`src/nk_pkg.sv`:
```
package nk_pkg;

	localparam int unsigned ROUND_COUNT_DEF = 16;
	localparam int unsigned ROUND_MAX = 16;
	localparam int unsigned WORD_W = 32;
	localparam int unsigned RC_W = 8;
	localparam int unsigned CFG_INDEX_W = 3;
	localparam int unsigned KEY_WORDS = 4;

	typedef logic [WORD_W-1:0] word_t;
	typedef word_t [3:0] block_t;

	typedef struct packed {
		logic valid;
		logic mode;
	} ctl_t;

	typedef enum logic [1:0] {
		STAGE_CAPTURE,
		STAGE_ROUND,
		STAGE_FINAL
	} stage_kind_t;

	typedef enum logic [CFG_INDEX_W-1:0] {
		REG_KEY_WORD_0 = 3'd0,
		REG_KEY_WORD_1 = 3'd1,
		REG_KEY_WORD_2 = 3'd2,
		REG_KEY_WORD_3 = 3'd3
	} cfg_reg_t;

	function automatic logic [RC_W-1:0] rc_const(input int unsigned idx);
		logic [RC_W-1:0] c;
		case (idx)
			0:       c = 8'h80;
			1:       c = 8'h1B;
			2:       c = 8'h36;
			3:       c = 8'h6C;
			4:       c = 8'hD8;
			5:       c = 8'hAB;
			6:       c = 8'h4D;
			7:       c = 8'h9A;
			8:       c = 8'h2F;
			9:       c = 8'h5E;
			10:      c = 8'hBC;
			11:      c = 8'h63;
			12:      c = 8'hC6;
			13:      c = 8'h97;
			14:      c = 8'h35;
			15:      c = 8'h6A;
			16:      c = 8'hD4;
			default: c = 8'h00;
		endcase
		return c;
	endfunction

	function automatic word_t rotl(input word_t v, input int unsigned n);
		return (v << n) | (v >> (WORD_W - n));
	endfunction

	function automatic word_t rotr(input word_t v, input int unsigned n);
		return (v >> n) | (v << (WORD_W - n));
	endfunction

	function automatic word_t mix8(input word_t t);
		return t ^ rotr(t, 8) ^ rotl(t, 8);
	endfunction

	function automatic block_t theta(input block_t k, input block_t a);
		block_t r;
		word_t t;
		r = a;
		t = mix8(r[0] ^ r[2]);
		r[1] = r[1] ^ t;
		r[3] = r[3] ^ t;
		r = r ^ k;
		t = mix8(r[1] ^ r[3]);
		r[0] = r[0] ^ t;
		r[2] = r[2] ^ t;
		return r;
	endfunction

	function automatic block_t gamma_nl(input block_t a);
		block_t r;
		word_t t;
		r = a;
		r[1] = r[1] ^ (~r[3] & ~r[2]);
		r[0] = r[0] ^ (r[2] & r[1]);
		t = r[3];
		r[3] = r[0];
		r[0] = t;
		r[2] = r[2] ^ r[0] ^ r[1] ^ r[3];
		r[1] = r[1] ^ (~r[3] & ~r[2]);
		r[0] = r[0] ^ (r[2] & r[1]);
		return r;
	endfunction

endpackage

```
`src/nk_key.sv`:
```
module nk_key (
	input  logic                                clk,
	input  logic                                arst_n,
	input  logic                                cfg_valid,
	output logic                                cfg_ready,
	input  logic [nk_pkg::CFG_INDEX_W-1:0]      cfg_index,
	input  nk_pkg::word_t                       cfg_data,
	output nk_pkg::block_t                      key,
	output nk_pkg::block_t                      ikey
);

	nk_pkg::block_t key_q;
	nk_pkg::block_t zero_key;

	assign cfg_ready = 1'b1;
	assign zero_key = '0;

	always_ff @(posedge clk or negedge arst_n) begin
		if (!arst_n) begin
			key_q <= '0;
		end else if (cfg_valid && cfg_ready) begin
			unique case (cfg_index)
				nk_pkg::REG_KEY_WORD_0: key_q[0] <= cfg_data;
				nk_pkg::REG_KEY_WORD_1: key_q[1] <= cfg_data;
				nk_pkg::REG_KEY_WORD_2: key_q[2] <= cfg_data;
				nk_pkg::REG_KEY_WORD_3: key_q[3] <= cfg_data;
				default: ;
			endcase
		end
	end

	assign key = key_q;
	// decrypt key is theta of the working key under an all-zero key
	assign ikey = nk_pkg::theta(zero_key, key_q);

endmodule

```
`config.mk`:
```
export PLATFORM = sky130hd
export DESIGN_NAME = nk_key
export DESIGN_NICKNAME = d
export VERILOG_FILES = /design/src/nk_pkg.sv /design/src/nk_key.sv
export SDC_FILE = /design/constraint.sdc
export NUM_CORES = 1
export LEC_CHECK = 0
export BUFFER_PORTS_ARGS = -buffer_cell sky130_fd_sc_hd__buf_2
export CAP_MARGIN = 20
export CORE_MARGIN = 2
export CORE_UTILIZATION = 46
export CTS_CLUSTER_DIAMETER = 50
export DETAILED_ROUTE_END_ITERATION = 10
export PLACE_DENSITY_LB_ADDON = 0.3
export SYNTH_ARGS = -nofsm -noshare
export SYNTH_HDL_FRONTEND = slang
export SYNTH_SLANG_ARGS = --single-unit
export TNS_END_PERCENT = 1
```
`constraint.sdc`:
```
create_clock -name clk -period 1.7 [get_ports clk]
set_clock_uncertainty 0.1 [all_clocks]
set_input_delay 0.255 -clock clk [delete_from_list [all_inputs] [get_ports clk]]
set_output_delay 0.255 -clock clk [all_outputs]
set_load 0.01 [all_outputs]
```
# --- Word level (Yosys, flattened, before mapping) ---
# Index checks and enable logic that the tools add are counted.
classes:
  n_reduce_logical: 5
  n_eq_ne: 3
  bitwise_logic: 14
op_table:
  columns: ["op", "count"]
  rows:
  - ["$xor A32 B32 Y32", 10]
  - ["$or A24 B32 Y32", 2]
  - ["$or A32 B8 Y32", 2]
  - ["$reduce_and A2 Y1", 4]
  - ["$eq A3 B2 Y1 const B", 2]
  - ["$eq A3 B1 Y1 const B", 1]
  - ["$logic_not A3 Y1", 1]
totals:
  elab_cells: 26
  regBits: 128
  output_inout_bits: 257
  inputBits: 38

# --- Logic depth before layout (Yosys ltp) ---
depth:
  word_depth: 10
  mapped_depth: 4
  ltp_nobuf: 3

# --- Worst setup path after synthesis ---
# OpenSTA, ideal clock, no wires.
synth_timing:
  path_kind: "register to output"
  from: "reg key_q, in the netlist key[95]"
  to: "out ikey[103] (netlist name)"
  stages_incl_launch_ff: 4
  path_buffers: 0
  required_time_ps: 1345
  setup_slack_ps: -185
  t_arrival_ps: 1530
  cell_sequence: "dfrtp_1 > xnor2_1 > xor3_2 > xnor2_1"
synth_rtl:
  columns: ["element", "line", "text"]
  rows:
  - ["from (decl)", "nk_key.sv:12", "nk_pkg::block_t key_q;"]
  - ["to (decl)", "nk_key.sv:9", "output nk_pkg::block_t ikey"]

==> impl_metrics.toml <==
[status]
status = "finished with violations"
violations = "setup timing"

[sta]
final.period_utilization_pct = 135
finalHoldViolCount = 0
maxSlewViolCount = 0
rsz0062_at_grt = "true"
holdWs_ps = 17.0
setup-violations-final = 128
max_freq_mhz = 436
setup_tns_ps = -64230
fin_ws_ps = -594
fin_crit_ps = 2290

[power]
pwr-share-comb_pct = 74.9
p_int_w = 0.0194
vdd_drop_max_v = 0.00168
p_total_w = 0.0324
p_sw_share_pct = 40.1
leakage_nw = 6.39
power.switching_w = 0.0130
p_per_area_mw_per_mm2 = 2580
power_frac_seq_pct = 13.8
pwr-share-clk_pct = 11.4

[critical_path]
critPathKind = "flop to primary output"
crit_top_cell = "xnor2_2"
crit_required_ps = 1340
crit_arrival_ps = 1940
path_cells = "xnor2_2 > xnor3_2 > xnor2_2 > buf_2"
cp_max_fo = 3
worst_path_max_delay_cell = "xnor3_2"
cp-start-kind = "flop"
critPathMaxStageDelay_ps = 460
critPathCaptureType = "primary output"

[floorplanning]
io_pins = 295
chipWidth_um = 135
die_area_mm2 = 0.0184
die_y_um = 135
rows = 48
core_area_mm2 = 0.0171
start_util_pct = 46.5

[clock_tree]
clock_sinks = 128
clock_latency_ps = 410
cts_root_buf = "clkbuf_16"
clk_path_buf_depth = 2
cts_buffers = 17
cts_tree = "yes"
path_clk_slew_ps = 60
h-tree-depth = 4

[placed_design]
gp_congestion = 0.864
dpl_cell_area_mm2 = 0.0116
dp_hpwl_um = 16600
io_buffers = 293

[job]
drv_cap = 0

[cells_and_area]
multiInputGateArea_mm2 = 0.00563
largest_register_ffs = 128
drive_above_1_share_pct = 78.2
final_net_count = 1040
insertedDiodeCount = 0
fin_area_mm2 = 0.0126
syn_to_final_growth_pct = 58.4
layout_common_cells = "buf_2, buf_4, mux2_2"
final_common_cell = "buf_2"
seq_area_mm2 = 0.00322
fill_cells = 1118

[routing]
viasPerCell = 4.84
vias = 6002
wire_per_inst_um = 17.6
drt_iter0_markers = 126
wirelength_um = 21900
met3WireLength_um = 1190
antenna_left = 0
drc_errors = 0
met1Wirelength_um = 8560
dr_wl_met2_um = 11700
first_pass_iters = 4
route.top_layer_used = "met5"

[global_routing]
grt_usage_pct = 24.3
antenna_found_initial = 1
grt_pass1_vias = 6437
grt_start_max_net_pins = 60
grt_overflow = 0
grt_first_pass_wirelength_um = 33900

[synthesis]
avgSynthCellArea_um2 = 15.0
syn_nets = 570
synth_cells = 532
yosysUniqueCellTypes = 14
synth_seq_cells = 128
netlist_area_mm2 = 0.00795
yosys_warnings = 0
yosysSeqAreaShare_pct = 40.3

[worst_hold_path]
hold_path.class = "input port to flop"
## cell usage after synthesis
cell      count  share of area [%]
buf_2         6               0.38
buf_4         7               0.66
clkbuf_1      2              0.094
conb_1        1              0.047
dfrtp_1     128                 40
mux2_1        5               0.71
mux2_2      123                 17
nand4b_1      1               0.11
nor4b_4       1               0.30
nor4bb_1      2               0.25
xnor2_1     176                 19
xnor3_1      48                 14
xor2_1       16                1.8
xor3_2       16                5.0
## power groups by stage
stage	clock, W	combinational, W	sequential [W]
6_report	0.00369	0.0243	0.00446
5_1_grt	0.00391	0.0258	0.00455
4_1_cts	0.00377	0.0241	0.00445
3_5_place_dp	0	0.0238	0.00444
3_3_place_gp	0	0.0233	0.00438
2_1_floorplan	0	0.0146	0.00515
## metrics by stage
stage | util [%] | setup WS, ps | std cells
2_1_floorplan | - | -38.3 | 532
3_3_place_gp | 68.0 | -202 | 1195
3_5_place_dp | 68.0 | -232 | 1195
4_1_cts | 73.0 | -591 | 1237
5_1_grt | 73.6 | -683 | 1240
6_report | 73.6 | -594 | 1240
## final timing paths
kind	from	end	slack [ps]	cells after the start
worst max-delay path	key[2]$_DFFE_PN0P_	ikey[122]	-590	4
worst min-delay path	cfg_data[18]	key[50]$_DFFE_PN0P_	20	2
worst max register to register	key[22]$_DFFE_PN0P_	key[22]$_DFFE_PN0P_	600	2
worst min register to register	key[108]$_DFFE_PN0P_	key[108]$_DFFE_PN0P_	570	2
max in group asynchronous	arst_n	key[108]$_DFFE_PN0P_	680	3
min in group asynchronous	arst_n	key[123]$_DFFE_PN0P_	170	2
## layout make-up
cell class,count,area share [%]
clock buffer,17,3.38
clock inverter,15,1.39
multi-input combinational,389,44.7
sequential,128,25.6
tap,225,2.23
timing repair buffer,466,22.8
## repair_timing
| item | CTS | global route |
|---|---|---|
| setup endpoints to repair | 128 | 128 |
| gates resized for setup | 30 | 23 |
| pin swaps | 42 | 22 |
| hold buffers | 9 | 0 |
| hold endpoints to repair | 92 | 0 |
| buffers inserted | 1 | 3 |
## layer usage
metal,track usage (%),vias to the layer above
met5,0,-
met4,8.16,2
met3,5.42,30
met2,44.2,212
met1,28.5,2992
li1,-,2766
## cell families after synthesis
logic type             count (synthesis)  synth area share [%]
XOR/XNOR                             256                  39.8
buffers and inverters                 15                  1.13
flip-flops                           128                  40.3
multiplexers                         128                  18.1
other                                  1                0.0471
AND/OR/NAND/NOR                        4                 0.661
## critical path: cells and delay by family (launching register included)
kind,cells,cell delay [ps]
flops,1,420
xor+xnor,3,940
buf+inv,1,170
(Power assumes the default switching activity.)
