[src/nk_pkg.sv]
package nk_pkg;

	localparam int unsigned ROUND_COUNT_DEF = 16;
	localparam int unsigned ROUND_MAX = 16;
	localparam int unsigned WORD_W = 32;
	localparam int unsigned RC_W = 8;
	localparam int unsigned CFG_INDEX_W = 3;
	localparam int unsigned KEY_WORDS = 4;

	typedef logic [WORD_W-1:0] word_t;
	typedef word_t [3:0] block_t;

	typedef struct packed {
		logic valid;
		logic mode;
	} ctl_t;

	typedef enum logic [1:0] {
		STAGE_CAPTURE,
		STAGE_ROUND,
		STAGE_FINAL
	} stage_kind_t;

	typedef enum logic [CFG_INDEX_W-1:0] {
		REG_KEY_WORD_0 = 3'd0,
		REG_KEY_WORD_1 = 3'd1,
		REG_KEY_WORD_2 = 3'd2,
		REG_KEY_WORD_3 = 3'd3
	} cfg_reg_t;

	function automatic logic [RC_W-1:0] rc_const(input int unsigned idx);
		logic [RC_W-1:0] c;
		case (idx)
			0:       c = 8'h80;
			1:       c = 8'h1B;
			2:       c = 8'h36;
			3:       c = 8'h6C;
			4:       c = 8'hD8;
			5:       c = 8'hAB;
			6:       c = 8'h4D;
			7:       c = 8'h9A;
			8:       c = 8'h2F;
			9:       c = 8'h5E;
			10:      c = 8'hBC;
			11:      c = 8'h63;
			12:      c = 8'hC6;
			13:      c = 8'h97;
			14:      c = 8'h35;
			15:      c = 8'h6A;
			16:      c = 8'hD4;
			default: c = 8'h00;
		endcase
		return c;
	endfunction

	function automatic word_t rotl(input word_t v, input int unsigned n);
		return (v << n) | (v >> (WORD_W - n));
	endfunction

	function automatic word_t rotr(input word_t v, input int unsigned n);
		return (v >> n) | (v << (WORD_W - n));
	endfunction

	function automatic word_t mix8(input word_t t);
		return t ^ rotr(t, 8) ^ rotl(t, 8);
	endfunction

	function automatic block_t theta(input block_t k, input block_t a);
		block_t r;
		word_t t;
		r = a;
		t = mix8(r[0] ^ r[2]);
		r[1] = r[1] ^ t;
		r[3] = r[3] ^ t;
		r = r ^ k;
		t = mix8(r[1] ^ r[3]);
		r[0] = r[0] ^ t;
		r[2] = r[2] ^ t;
		return r;
	endfunction

	function automatic block_t gamma_nl(input block_t a);
		block_t r;
		word_t t;
		r = a;
		r[1] = r[1] ^ (~r[3] & ~r[2]);
		r[0] = r[0] ^ (r[2] & r[1]);
		t = r[3];
		r[3] = r[0];
		r[0] = t;
		r[2] = r[2] ^ r[0] ^ r[1] ^ r[3];
		r[1] = r[1] ^ (~r[3] & ~r[2]);
		r[0] = r[0] ^ (r[2] & r[1]);
		return r;
	endfunction

endpackage

[src/nk_stage.sv]
module nk_stage #(
	parameter nk_pkg::stage_kind_t KIND = nk_pkg::STAGE_ROUND,
	parameter logic [nk_pkg::RC_W-1:0] ENC_RC = '0,
	parameter logic [nk_pkg::RC_W-1:0] DEC_RC = '0
) (
	input  logic           clk,
	input  logic           arst_n,
	input  nk_pkg::ctl_t   in_ctl,
	input  nk_pkg::block_t in_blk,
	output logic           in_ready,
	output nk_pkg::ctl_t   out_ctl,
	output nk_pkg::block_t out_blk,
	input  logic           out_ready,
	input  nk_pkg::block_t key,
	input  nk_pkg::block_t ikey
);

	nk_pkg::ctl_t   ctl_s1;
	nk_pkg::block_t blk_s1;
	nk_pkg::block_t nxt;

	always_comb begin
		nk_pkg::block_t a;
		nk_pkg::block_t k;
		nk_pkg::word_t c1;
		nk_pkg::word_t c2;
		a = in_blk;
		k = in_ctl.mode ? ikey : key;
		// encrypt adds the constant before theta, decrypt after it
		c1 = in_ctl.mode ? '0 : {{(nk_pkg::WORD_W-nk_pkg::RC_W){1'b0}}, ENC_RC};
		c2 = in_ctl.mode ? {{(nk_pkg::WORD_W-nk_pkg::RC_W){1'b0}}, DEC_RC} : '0;
		if (KIND != nk_pkg::STAGE_CAPTURE) begin
			a[0] = a[0] ^ c1;
			a = nk_pkg::theta(k, a);
			a[0] = a[0] ^ c2;
		end
		if (KIND == nk_pkg::STAGE_ROUND) begin
			a[1] = nk_pkg::rotl(a[1], 1);
			a[2] = nk_pkg::rotl(a[2], 5);
			a[3] = nk_pkg::rotl(a[3], 2);
			a = nk_pkg::gamma_nl(a);
			a[1] = nk_pkg::rotr(a[1], 1);
			a[2] = nk_pkg::rotr(a[2], 5);
			a[3] = nk_pkg::rotr(a[3], 2);
		end
		nxt = a;
	end

	// a bubble here can always be filled
	assign in_ready = !ctl_s1.valid || out_ready;

	always_ff @(posedge clk or negedge arst_n) begin
		if (!arst_n) begin
			ctl_s1 <= '0;
		end else if (in_ready) begin
			ctl_s1 <= in_ctl;
		end
	end

	always_ff @(posedge clk) begin
		if (in_ready && in_ctl.valid) begin
			blk_s1 <= nxt;
		end
	end

	assign out_ctl = ctl_s1;
	assign out_blk = blk_s1;

endmodule

[config.mk]
export PLATFORM = sky130hd
export DESIGN_NAME = nk_stage
export DESIGN_NICKNAME = d
export VERILOG_FILES = /design/src/nk_pkg.sv /design/src/nk_stage.sv
export SDC_FILE = /design/constraint.sdc
export NUM_CORES = 1
export LEC_CHECK = 0
export BUFFER_PORTS_ARGS = -buffer_cell sky130_fd_sc_hd__buf_4
export CORE_AREA = 8 8 194 196
export DETAILED_ROUTE_END_ITERATION = 8
export DIE_AREA = 0 0 202 204
export GPL_TIMING_DRIVEN = 0
export PLACE_DENSITY = 0.69
export SYNTH_ARGS = -nofsm -noshare
export SYNTH_HDL_FRONTEND = slang
export SYNTH_SLANG_ARGS = --single-unit
[constraint.sdc]
create_clock -name clk -period 4.1 [get_ports clk]
set_input_delay 0.41 -clock clk [delete_from_list [all_inputs] [get_ports clk]]
set_output_delay 0.41 -clock clk [all_outputs]
set_load 0.005 [all_outputs]
-- Yosys cells after proc, flatten, opt, wreduce, memory -nomap -nowiden
Index checks and enable logic that the tools add are counted.
Widths: inputs -> output; s select.
- flip-flop bits (word level): 130
- input port bits: 389
- output and inout port bits: 131
- word-level logic and storage cells: 46
- multiplexer cells: 1
- bitwise gates (word level): 36
- reductions and logical operators: 3
- operator list (kind ; number):
    $xor 32x32->32 ; 17
    $and 32x32->32 ; 4
    $mux 128 ; 1
    $not 32->32 ; 4
    $xor 128x128->128 ; 1
    $or 24x32->32 ; 2
    $or 32x8->32 ; 2
    $or 27x32->32 ; 1
    $or 30x32->32 ; 1
    $or 31x32->32 ; 1
    $or 32x1->32 ; 1
    $or 32x2->32 ; 1
    $or 32x5->32 ; 1
    $logic_and 1x1->1 ; 1
    $logic_not 1->1 ; 1
    $logic_or 1x1->1 ; 1

-- Depth between registers and ports, before layout
- depth after elaboration: 23
- depth in mapped cells: 18
- depth with buffers taken out: 13

-- Worst setup path after synthesis
No wires, ideal clock.
- path type: input -> register
- start point: input port out_ready
- end point: register blk_s1, in the netlist out_blk[0], enable pin
- setup time: 0.503 ns
- data arrival time: 3.556 ns
- data required time: 3.597 ns
- path slack: 0.041 ns
- cell stages on the path: 2
- path buffers: 0
- path through: nand2b_1 > and2_1
- cells in the longest elaborated chain, start to end: 2
- ends and longest elaborated chain (element ; line ; source):
    from (decl) ; nk_stage.sv:13 ; input logic out_ready,
    $logic_or 1x1->1 ; nk_stage.sv:50 ; assign in_ready = !ctl_s1.valid || out_ready;
    $logic_and 1x1->1 ; nk_stage.sv:61 ; if (in_ready && in_ctl.valid) begin
    to (signal assigned) ; nk_stage.sv:62 ; blk_s1 <= nxt;
    to (decl) ; nk_stage.sv:19 ; nk_pkg::block_t blk_s1;
Every way passes these cells.
A chain may end at the register's enable or synchronous reset.

==> reports/qor.txt <==
Least-Margin Pin Slew -> 0.9483 ns
Ant diodes -> 0
Initial core utilization -> 38.91%
Area contributors post-synth -> edfxtp_1 28%, xnor2_1 27%, mux2i_1 12%
Area delta synth->final -> 39.19%
Routed Wire Length -> 50850 microns
CTS tree -> done
Pwr Density -> 1002 nW/um^2
HP Start -> in_ctl[1]
Reg2reg path depth -> 3
Synth cell types -> 32
Die ar. -> 41210 sq um
Clock Sinks -> 130
Max Fclk -> 0.2508 GHz
IO Port Bufs -> 518
R2R Path End -> out_blk[31]
DRC -> 0
Final min period -> 3.987 ns
NumNets Final -> 2107
Initial detailed-routing violation count -> 464
Hold Path Class -> in -> reg
Initial antenna violation count -> 1
Post-synth top flop -> edfxtp_1
Post-Syn Area -> 13540 sq um
Share of cells above drive strength 1 -> 38.29%
Fin crit share -> 97.23%
Post-synthesis sequential area ratio -> 28.76%
Ys async rst share -> 1.538%
CP Data Required Time -> 4.26 ns
Grt total ovfl -> 0
Post-DRT Antenna Nets -> 0
Reg-to-Reg Start -> out_ctl[1]
DP Area -> 18030 sq um
Largest net degree at the start of global routing -> 68
Cells after synthesis -> 1140
RSZ-0062 raised after global routing -> false
Core Region -> 34790 sq um
GRT Resource Usage Total -> 23.73%
Worst-Skew Late Latency -> 0.43 ns
Die height -> 204 microns
H-tree levels -> 4
Multi-input logic area -> 9400 sq um
LEAKAGE -> 8.428 nW
Die Wd -> 202 microns
Finished Cell Area -> 18840 sq um
First-pass DRT Iterations -> 5
Post-synth top area share -> 28.39%
Outcome -> complete, no violations
CP max FO -> 10
Post-synth EDFFs -> 128
Commonest non-fill, non-tap cell in the layout -> buf_4
Commonest non-fill, non-tap cells in the layout -> 529 x buf_4, 402 x xnor2_1, 157 x mux2i_1
Seq cells post-synth -> 130
WHS Endpoint -> out_ctl[1]
Clock skew -> 0.007009 ns
CTS buffer count -> 17
Max clock buf depth -> 2
Mean Syn Cell Area -> 11.87 sq um
WHS Path Cells -> 2
Storage element area -> 3894 sq um
First-pass GRT wire length -> 70800 microns
Setup violators final -> 0
Synthesized Nets -> 1560
Critical path data arrival time -> 4.15 ns
Startpoint Class -> primary input
Via Count -> 10120
Slew Viols, Final -> 0
Maximum capacitance violations -> 0
Cell taking the most area after synthesis -> edfxtp_1
CTS root buffer -> clkbuf_16
YS warnings -> 0
Non-Filler Instances -> 2161
DP Wirelength -> 43800 microns
Io pins -> 520
DR vias/cell -> 4.683
Worst Path Class, Setup -> in -> reg
Cell total after placement -> 2120
Std cell rows -> 69
Worst-path clk slew -> 0.06 ns
Critical Path End Type -> register
Peak VDD IR -> 0.5294 mV
Avg WL per Cell -> 23.53 microns
Hold Fails Final Rpt -> 0
Vias in the first global route -> 10950
Reg-to-reg setup timing slack -> 2.01 ns
Slew HR -> 36.78%
Fill cells -> 3073
RePlAce Congestion -> 0.8584
==> per-layer routing <==
| layer | vias to the layer above | GRT usage (%) | share of wire [%] |
|---|---|---|---|
| met1 | 4831 | 27.07 | 40 |
| met5 | - | 0 | 0 |
| li1 | 4876 | - | - |
| met4 | 0 | 6.053 | 2.0 |
| met3 | 40 | 6.388 | 6.6 |
| met2 | 374 | 43.34 | 51 |
==> timing repair <==
| action | in CTS | in global routing |
|---|---|---|
| resized for setup | 14 | 4 |
| setup buffers | 5 | 3 |
| hold buffers | 1 | 0 |
| endpoints found under the setup margin | 35 | 8 |
| pin swaps | 3 | 2 |
| endpoints found under the hold margin | 2 | 0 |
==> report_power, final <==
group          internal [W]  total (W)  switching (W)
Clock               0.00105    0.00168       0.000631
Combinational       0.00691     0.0138        0.00688
Sequential          0.00321    0.00341       0.000200
Total                0.0112     0.0189        0.00771
==> area by class of cell <==
| type | count | area share (%) |
|---|---|---|
| sequential | 130 | 20.67 |
| clock inverter | 10 | 0.8433 |
| inverter | 43 | 0.8566 |
| clock buffer | 22 | 2.464 |
| multi-input combinational | 952 | 49.89 |
| tap | 461 | 3.061 |
| timing repair buffer | 528 | 21.16 |
| buffer | 15 | 1.062 |
==> cells by family after synthesis <==
| group | count (synthesis) | synth area share [%] |
|---|---|---|
| xor+xnor | 654 | 50.22 |
| buf+inv | 58 | 2.560 |
| flops | 130 | 28.76 |
| mux | 159 | 11.77 |
| fa+ha+maj | 31 | 2.865 |
| simple gates | 90 | 3.013 |
| compound gates | 18 | 0.8134 |
==> how the worst max path moves through the flow <==
stage | cells past startpoint | slack, ns | end | from
floorplan | 2 | 0.04 | out_blk[0] | out_ready
global placement | 3 | -1.55 | out_blk[62] | out_ready
detailed placement | 17 | -1.0 | out_blk[11] | in_ctl[0]
CTS | 17 | 0.04 | out_blk[11] | in_ctl[0]
global route | 14 | 0.004 | out_blk[55] | in_ctl[0]
finish | 14 | 0.11 | out_blk[55] | in_ctl[0]
==> worst max-delay path, cell delays in order <==
cell and delay (ns):
buf_6 0.09, buf_12 0.17, mux2i_1 0.40, xnor2_1 0.23
xor2_1 0.56, xor3_2 0.63, xnor2_2 0.36, inv_1 0.08
ha_1 0.22, xnor2_1 0.14, xnor2_1 0.34, nor2b_1 0.14
xnor2_2 0.24, mux2i_1 0.11
==> synth_stat cells (9+ instances only) <==
cell / count
nor2b_1: 14
xnor3_1: 26
mux2i_1: 158
nor2_1: 39
nand2b_1: 11
xnor2_1: 414
inv_1: 43
edfxtp_1: 128
xor2_1: 141
nand2_1: 23
ha_1: 31
xor3_1: 9
xnor2_2: 44
xor2_2: 9
==> per-stage QoR <==
step	util (%)	power, W	setup WS, ns	TNS [ns]	hold WS (ns)
final	54.16	0.01888	0.1134	0	0.1886
after floorplan	-	0.01333	0.04074	0	0.1144
after global placement	51.74	0.01679	-1.545	-225.02	0.1940
after detailed placement	51.83	0.01707	-0.9960	-31.57	0.1953
after CTS	54.02	0.01896	0.04210	0	0.1708
after global routing	54.16	0.02012	0.003743	0	0.1730
==> registers in the layout, indices dropped and copies added, names as in the netlist <==
register and cells:
out_blk 128, out_ctl 2
No activity file was read; power rests on OpenSTA's default activity.
